File: src/rtl/rgbe_to_rgb9e5_converter_top_assert.svh
// ----------------------------------------------------------------------------
// RGBE to RGB9E5 converter assertion macros
// Concurrent property wrappers used at the end of the converter top level.
// ----------------------------------------------------------------------------
`ifndef RGBE_TO_RGB9E5_CONVERTER_TOP_ASSERT_SVH
`define RGBE_TO_RGB9E5_CONVERTER_TOP_ASSERT_SVH

// check a consequence in the same cycle
`define RGB9E5_ASSERT_NOW(label, cond, res, msg) \
   label: assert property (@(posedge clock) disable iff (reset) (cond) |-> (res)) \
      else $error(msg);

// check a delayed consequence
`define RGB9E5_ASSERT_LATER2(label, cond, res, msg) \
   label: assert property (@(posedge clock) disable iff (reset) (cond) |-> ##2 (res)) \
      else $error(msg);

`endif

File: src/rtl/rgb9e5_pkg.sv
// ----------------------------------------------------------------------------
// RGB9E5 converter package
// Constants, shared types and helpers for the RGBE to RGB9E5 datapath.
// ----------------------------------------------------------------------------
package rgb9e5_pkg;

   localparam logic        [8:0] MANT_MAX    = 9'd511;
   localparam logic        [4:0] EXP5_MAX    = 5'd31;
   localparam logic signed [9:0] EXP_OFFSET  = 10'sd122;
   localparam logic signed [9:0] MANT_OFFSET = 10'sd113;
   localparam logic signed [9:0] SHIFT_SAT   = 10'sd9;
   localparam logic        [9:0] SHIFT_ZERO  = 10'd10;

   typedef struct packed {
      logic        [4:0] exp5;
      logic signed [9:0] shift;
   } exp_info_type;

   function automatic logic [3:0] bit_length8(input logic [7:0] value);
      logic [3:0] len;
      len = 4'd0;
      for (int i = 0; i < 8; i++) begin
         if (value[i]) begin
            len = 4'(i + 1);
         end
      end
      return len;
   endfunction

endpackage

File: src/rtl/rgb9e5_exp_calc.sv
// ----------------------------------------------------------------------------
// RGB9E5 shared exponent calculation
// Finds the largest channel, derives the clamped 5-bit exponent and the
// mantissa shift shared by all three channels.
// ----------------------------------------------------------------------------
module rgb9e5_exp_calc (
   input  logic [7:0]                red_in,
   input  logic [7:0]                green_in,
   input  logic [7:0]                blue_in,
   input  logic [7:0]                exp_in,
   output rgb9e5_pkg::exp_info_type  exp_info
);

   logic        [7:0] max_mant;
   logic        [3:0] bit_len;
   logic signed [9:0] exp_raw;
   logic        [4:0] exp5;

   always_comb begin
      max_mant = red_in;
      if (green_in > max_mant) begin
         max_mant = green_in;
      end
      if (blue_in > max_mant) begin
         max_mant = blue_in;
      end
      bit_len = rgb9e5_pkg::bit_length8(max_mant) + 4'd1;
      exp_raw = $signed({6'd0, bit_len}) + $signed({2'd0, exp_in}) - rgb9e5_pkg::EXP_OFFSET;
      if (exp_raw < 10'sd0) begin
         exp5 = 5'd0;
      end else if (exp_raw > $signed({5'd0, rgb9e5_pkg::EXP5_MAX})) begin
         exp5 = rgb9e5_pkg::EXP5_MAX;
      end else begin
         exp5 = exp_raw[4:0];
      end
      exp_info.exp5  = exp5;
      exp_info.shift = $signed({2'd0, exp_in}) - rgb9e5_pkg::MANT_OFFSET
                       - $signed({5'd0, exp5});
   end

endmodule

File: src/rtl/rgb9e5_mant_scale.sv
// ----------------------------------------------------------------------------
// RGB9E5 mantissa scaler
// Scales one odd 9-bit mantissa by a power of two: saturating left shift,
// round-half-up right shift.
// ----------------------------------------------------------------------------
module rgb9e5_mant_scale (
   input  logic [7:0]        mant_in,
   input  logic signed [9:0] shift,
   output logic [8:0]        mant_out
);

   logic [8:0]  odd_mant;
   logic [17:0] wide;
   logic [9:0]  right_amt;
   logic [9:0]  round_sum;

   always_comb begin
      odd_mant  = {mant_in, 1'b1};
      wide      = {9'd0, odd_mant} << shift[3:0];
      right_amt = 10'(-shift);
      round_sum = {1'b0, odd_mant} + (10'd1 << (right_amt[3:0] - 4'd1));
      if (shift >= rgb9e5_pkg::SHIFT_SAT) begin
         mant_out = rgb9e5_pkg::MANT_MAX;
      end else if (shift >= 10'sd0) begin
         if (|wide[17:9]) begin
            mant_out = rgb9e5_pkg::MANT_MAX;
         end else begin
            mant_out = wide[8:0];
         end
      end else if (right_amt >= rgb9e5_pkg::SHIFT_ZERO) begin
         mant_out = 9'd0;
      end else begin
         mant_out = 9'(round_sum >> right_amt[3:0]);
      end
   end

endmodule

File: src/rtl/rgbe_to_rgb9e5_converter_top.sv
// ----------------------------------------------------------------------------
// RGBE to RGB9E5 converter top level
// Converts one RGBE pixel per cycle into shared-exponent E5B9G9R9 fields.
//
// Input: a pixel is taken on a rising edge with start high and busy low.
// busy is held low, so a pixel may be offered in every cycle.
// Output: rsp_valid is high for exactly one cycle with the converted
// exponent and three mantissas; the receiver cannot hold results off.
// An accepted pixel passes the input register, then the result register,
// which drives the outputs.
// Throughput: one pixel per cycle, set by the single pass of exponent
// search, clamp and barrel shift between the two register stages.
// Reset: synchronous, active high; clears both valid flags, so no result
// is shown after reset until a new pixel has been accepted.
// ----------------------------------------------------------------------------
`include "rgbe_to_rgb9e5_converter_top_assert.svh"

module rgbe_to_rgb9e5_converter_top (
   input  logic       clock,
   input  logic       reset,
   input  logic       start,
   output logic       busy,
   input  logic [7:0] req_red_in,
   input  logic [7:0] req_green_in,
   input  logic [7:0] req_blue_in,
   input  logic [7:0] req_exp_in,
   output logic       rsp_valid,
   output logic [4:0] rsp_exp_out,
   output logic [8:0] rsp_blue_out,
   output logic [8:0] rsp_green_out,
   output logic [8:0] rsp_red_out
);

   logic                     in_valid_ff;
   logic                     in_valid_in;
   logic [7:0]               red_ff;
   logic [7:0]               green_ff;
   logic [7:0]               blue_ff;
   logic [7:0]               exp_ff;
   rgb9e5_pkg::exp_info_type exp_info;
   logic [8:0]               red_scaled;
   logic [8:0]               green_scaled;
   logic [8:0]               blue_scaled;
   logic                     out_valid_ff;
   logic [4:0]               exp_out_ff;
   logic [8:0]               blue_out_ff;
   logic [8:0]               green_out_ff;
   logic [8:0]               red_out_ff;

   assign busy        = 1'b0;
   assign in_valid_in = start & ~busy;

   always_ff @(posedge clock) begin
      if (reset) begin
         in_valid_ff  <= 1'b0;
         out_valid_ff <= 1'b0;
      end else begin
         in_valid_ff  <= in_valid_in;
         out_valid_ff <= in_valid_ff;
      end
   end

   always_ff @(posedge clock) begin
      if (in_valid_in) begin
         red_ff   <= req_red_in;
         green_ff <= req_green_in;
         blue_ff  <= req_blue_in;
         exp_ff   <= req_exp_in;
      end
      if (in_valid_ff) begin
         exp_out_ff   <= exp_info.exp5;
         blue_out_ff  <= blue_scaled;
         green_out_ff <= green_scaled;
         red_out_ff   <= red_scaled;
      end
   end

   rgb9e5_exp_calc u_exp_calc (
      .red_in   (red_ff),
      .green_in (green_ff),
      .blue_in  (blue_ff),
      .exp_in   (exp_ff),
      .exp_info (exp_info)
   );

   rgb9e5_mant_scale u_scale_red (
      .mant_in  (red_ff),
      .shift    (exp_info.shift),
      .mant_out (red_scaled)
   );

   rgb9e5_mant_scale u_scale_green (
      .mant_in  (green_ff),
      .shift    (exp_info.shift),
      .mant_out (green_scaled)
   );

   rgb9e5_mant_scale u_scale_blue (
      .mant_in  (blue_ff),
      .shift    (exp_info.shift),
      .mant_out (blue_scaled)
   );

   assign rsp_valid     = out_valid_ff;
   assign rsp_exp_out   = exp_out_ff;
   assign rsp_blue_out  = blue_out_ff;
   assign rsp_green_out = green_out_ff;
   assign rsp_red_out   = red_out_ff;

   `RGB9E5_ASSERT_LATER2(a_accept_gives_result, start && !busy, rsp_valid, "accepted pixel gave no result")
   `RGB9E5_ASSERT_NOW(a_result_has_source, rsp_valid, $past(start && !busy, 2), "result without an accepted pixel")
   `RGB9E5_ASSERT_NOW(a_normalized_mantissa, rsp_valid && rsp_exp_out != 5'd0 && rsp_exp_out != rgb9e5_pkg::EXP5_MAX, rsp_red_out[8] || rsp_green_out[8] || rsp_blue_out[8], "unclamped exponent with unnormalized mantissas")

endmodule
File: config.mk
export PLATFORM = sky130hd
export DESIGN_NAME = rgbe_to_rgb9e5_converter_top
export DESIGN_NICKNAME = d
export VERILOG_FILES = /design/src/rtl/rgb9e5_pkg.sv /design/src/rtl/rgb9e5_exp_calc.sv /design/src/rtl/rgb9e5_mant_scale.sv /design/src/rtl/rgbe_to_rgb9e5_converter_top.sv
export VERILOG_INCLUDE_DIRS = /design/src /design/src/rtl
export SDC_FILE = /design/constraint.sdc
export NUM_CORES = 1
export LEC_CHECK = 0
export BUFFER_PORTS_ARGS = -buffer_cell sky130_fd_sc_hd__buf_2
export CORE_ASPECT_RATIO = 0.6
export CORE_UTILIZATION = 35
export CTS_CLUSTER_SIZE = 8
export DETAILED_ROUTE_END_ITERATION = 8
export HOLD_SLACK_MARGIN = 0.03
export PLACE_DENSITY = 0.59
export SKIP_CTS_REPAIR_TIMING = 1
export SYNTH_ARGS = -nofsm -noshare
export SYNTH_HDL_FRONTEND = slang
export SYNTH_SLANG_ARGS = --single-unit
File: constraint.sdc
create_clock -name clock -period 26.8 [get_ports clock]
set_clock_uncertainty 0.05 [all_clocks]
set_input_delay 1.34 -clock clock [delete_from_list [all_inputs] [get_ports clock]]
set_output_delay 1.34 -clock clock [all_outputs]
set_load 0.02 [all_outputs]
==> out/metrics.cfg <==
[sta]
setup_tns_ns=0
fin_crit_sh=0.513
finalSetupViolations=0
slew_headroom=0.363
final_hold_viol_count=0
worst_pin_slew_ns=0.947
max_freq_ghz=0.0727
period_minus_slack_ns=13.76
slew_violations=0
rsz0062_at_grt=false

[drt]
drt_iter0_drc=884
wl_per_cell_um=21.5
firstDrtPassIters=6
wirelength_um=25300
via_count=7223
avgViaCountPerCell=6.16
drc=0
postRouteAntennaNets=0

[clock_tree]
ctsLongestPathBuffers=2
clock-root-buffer=clkbuf_16
cts_tree=done
clk_latency_ns=0.36
cts_sinks=66
cts.clk_slew.worst_paths_ns=0.07
htreeDepth=3
numCtsBuffers=9

[critical_path]
crit_cells=48
cp.required_ns=26.84
crit_end=rsp_blue_out[3]$_SDFFCE_PP1P_
crit_arrival_ns=13.80
cp_top_family=compound AO/OA/AOI/OAI gates
cp_max_fo=46
worst_setup_path_start_kind=flip-flop
critical_path_class=flip-flop to flip-flop
critPathSlowestCell=o31ai_1
reg2reg_slack_ns=13.04
r2r-end=rsp_blue_out[3]$_SDFFCE_PP1P_
max_stage_delay_ns=0.79
rr_startpoint=red_ff[1]$_DFFE_PP_
worst-path-buf-inv=6
end_kind=flip-flop
cp-startpoint=red_ff[1]$_DFFE_PP_
reg2reg_depth=48

[placement]
post-dp-hpwl_um=19800
place.gp.congestion=0.982
port_buffers=67
placed_cells=1157

[logic_synthesis]
async_flop_share=0
syn-num-nets=950
synth.cell_area_um2=7340
synth_area_leaders=edfxtp_1 (26%), ha_1 (10%), o21ai_0 (4.6%), a21oi_1 (4.5%), nand2_1 (3.8%)
synth_top_cell_by_area=edfxtp_1
ys_warn_count=0
synth_most_common_cell=nand2_1
yosysSeqAreaShare=0.267
yosys.area.top_type_share=0.262
ys.flop_type=edfxtp_1
syn_inst=854
ys_types=82
yosys-top-cells-count=nand2_1 (75), nor2_1 (71), o21ai_0 (67)
synth_edf_count=64
ys_seq_elements=66
postSynthAreaPerCell_um2=8.59

[min_path]
hold_depth=1
hold_start=in_valid_ff$_SDFF_PP0_
hold_path.class=flip-flop to flip-flop

[final_layout]
stdcell_count=1173
area_growth_pct=11.2
num_antenna_cells=0
nets=991
final_core_util=0.403
drive_above_1_share=0.143

[die]
die_area_um2=21600
die_h_um=114
die_w_um=189
io_pins=69
coreArea_um2=20300
rows=40
start_util=0.362

[grt]
antenna_found_initial=0
grt_overflow=0
grt_pass1_wl_um=38800
track_usage=0.239
grt_start_max_net_pins=67
first_global_vias=6513

[run]
cap_violations=0

[status]
status=complete, no violations

==> cell families after synthesis <==
family / Yosys count / share of synthesized area
buf+inv: 83 / 0.0460
mux: 47 / 0.0827
simple gates: 256 / 0.167
fa+ha+maj: 64 / 0.110
xor+xnor: 44 / 0.0558
flops: 66 / 0.267
compound gates: 293 / 0.271
other cells: 1 / 0.000511
==> area by class of cell <==
type / count / area (um2)
multi-input cells: 705 / 5040
fillers: 2091 / 12100
flip-flops and latches: 66 / 1960
clock buffers: 9 / 225
well taps: 273 / 342
inverters: 37 / 139
clock inverters: 7 / 46.3
repair buffers: 76 / 403
==> state kept, by name (all words and copies together), names as in the netlist <==
signal / flops
green_ff: 8
rsp_green_out: 9
red_ff: 8
rsp_blue_out: 9
rsp_exp_out: 5
rsp_valid: 1
in_valid_ff: 1
exp_ff: 8
blue_ff: 8
rsp_red_out: 9
==> stage by stage <==
| step | hold WS (ns) | area, um2 | worst slack (ns) |
|---|---|---|---|
| global placement | 0.727 | 7890 | 13.62 |
| floorplan | 0.749 | 7340 | 14.81 |
| finish | 0.720 | 8160 | 13.04 |
| global route | 0.773 | 8160 | 12.16 |
| detailed placement | 0.733 | 7890 | 13.37 |
| CTS | 0.746 | 8160 | 13.32 |
==> layout by cell type, fill, tap and decap left out, types with 18 or more instances in the layout <==
| cell | Yosys | routed |
|---|---|---|
| nand2_1 | 75 | 75 |
| nor2_1 | 71 | 71 |
| o21ai_0 | 67 | 67 |
| buf_2 | 12 | 67 |
| a21oi_1 | 66 | 66 |
| edfxtp_1 | 64 | 64 |
| ha_1 | 59 | 58 |
| inv_1 | 37 | 37 |
| mux2i_1 | 28 | 28 |
| xor2_1 | 24 | 24 |
| xnor2_1 | 18 | 18 |
==> routing by layer <==
layer / wire length [um] / global-route usage / part of all wire
met1: 12400 / 0.365 / 0.49
met2: 9090 / 0.299 / 0.36
met3: 3500 / 0.101 / 0.14
met4: 241 / 0.0500 / 0.0095
met5: 0 / 0 / 0
==> how the worst min path moves through the flow <==
| stage | to |
|---|---|
| 2_1_floorplan | rsp_exp_out[0]$_DFFE_PP_ |
| 3_3_place_gp | rsp_green_out[0]$_SDFFCE_PP1P_ |
| 3_5_place_dp | rsp_green_out[0]$_SDFFCE_PP1P_ |
| 4_1_cts | rsp_green_out[0]$_SDFFCE_PP1P_ |
| 5_1_grt | rsp_green_out[0]$_SDFFCE_PP1P_ |
| 6_report | rsp_green_out[0]$_SDFFCE_PP1P_ |
Power is not shown: default switching activity piles up to over one toggle a cycle in this logic, so the estimate is an artifact.
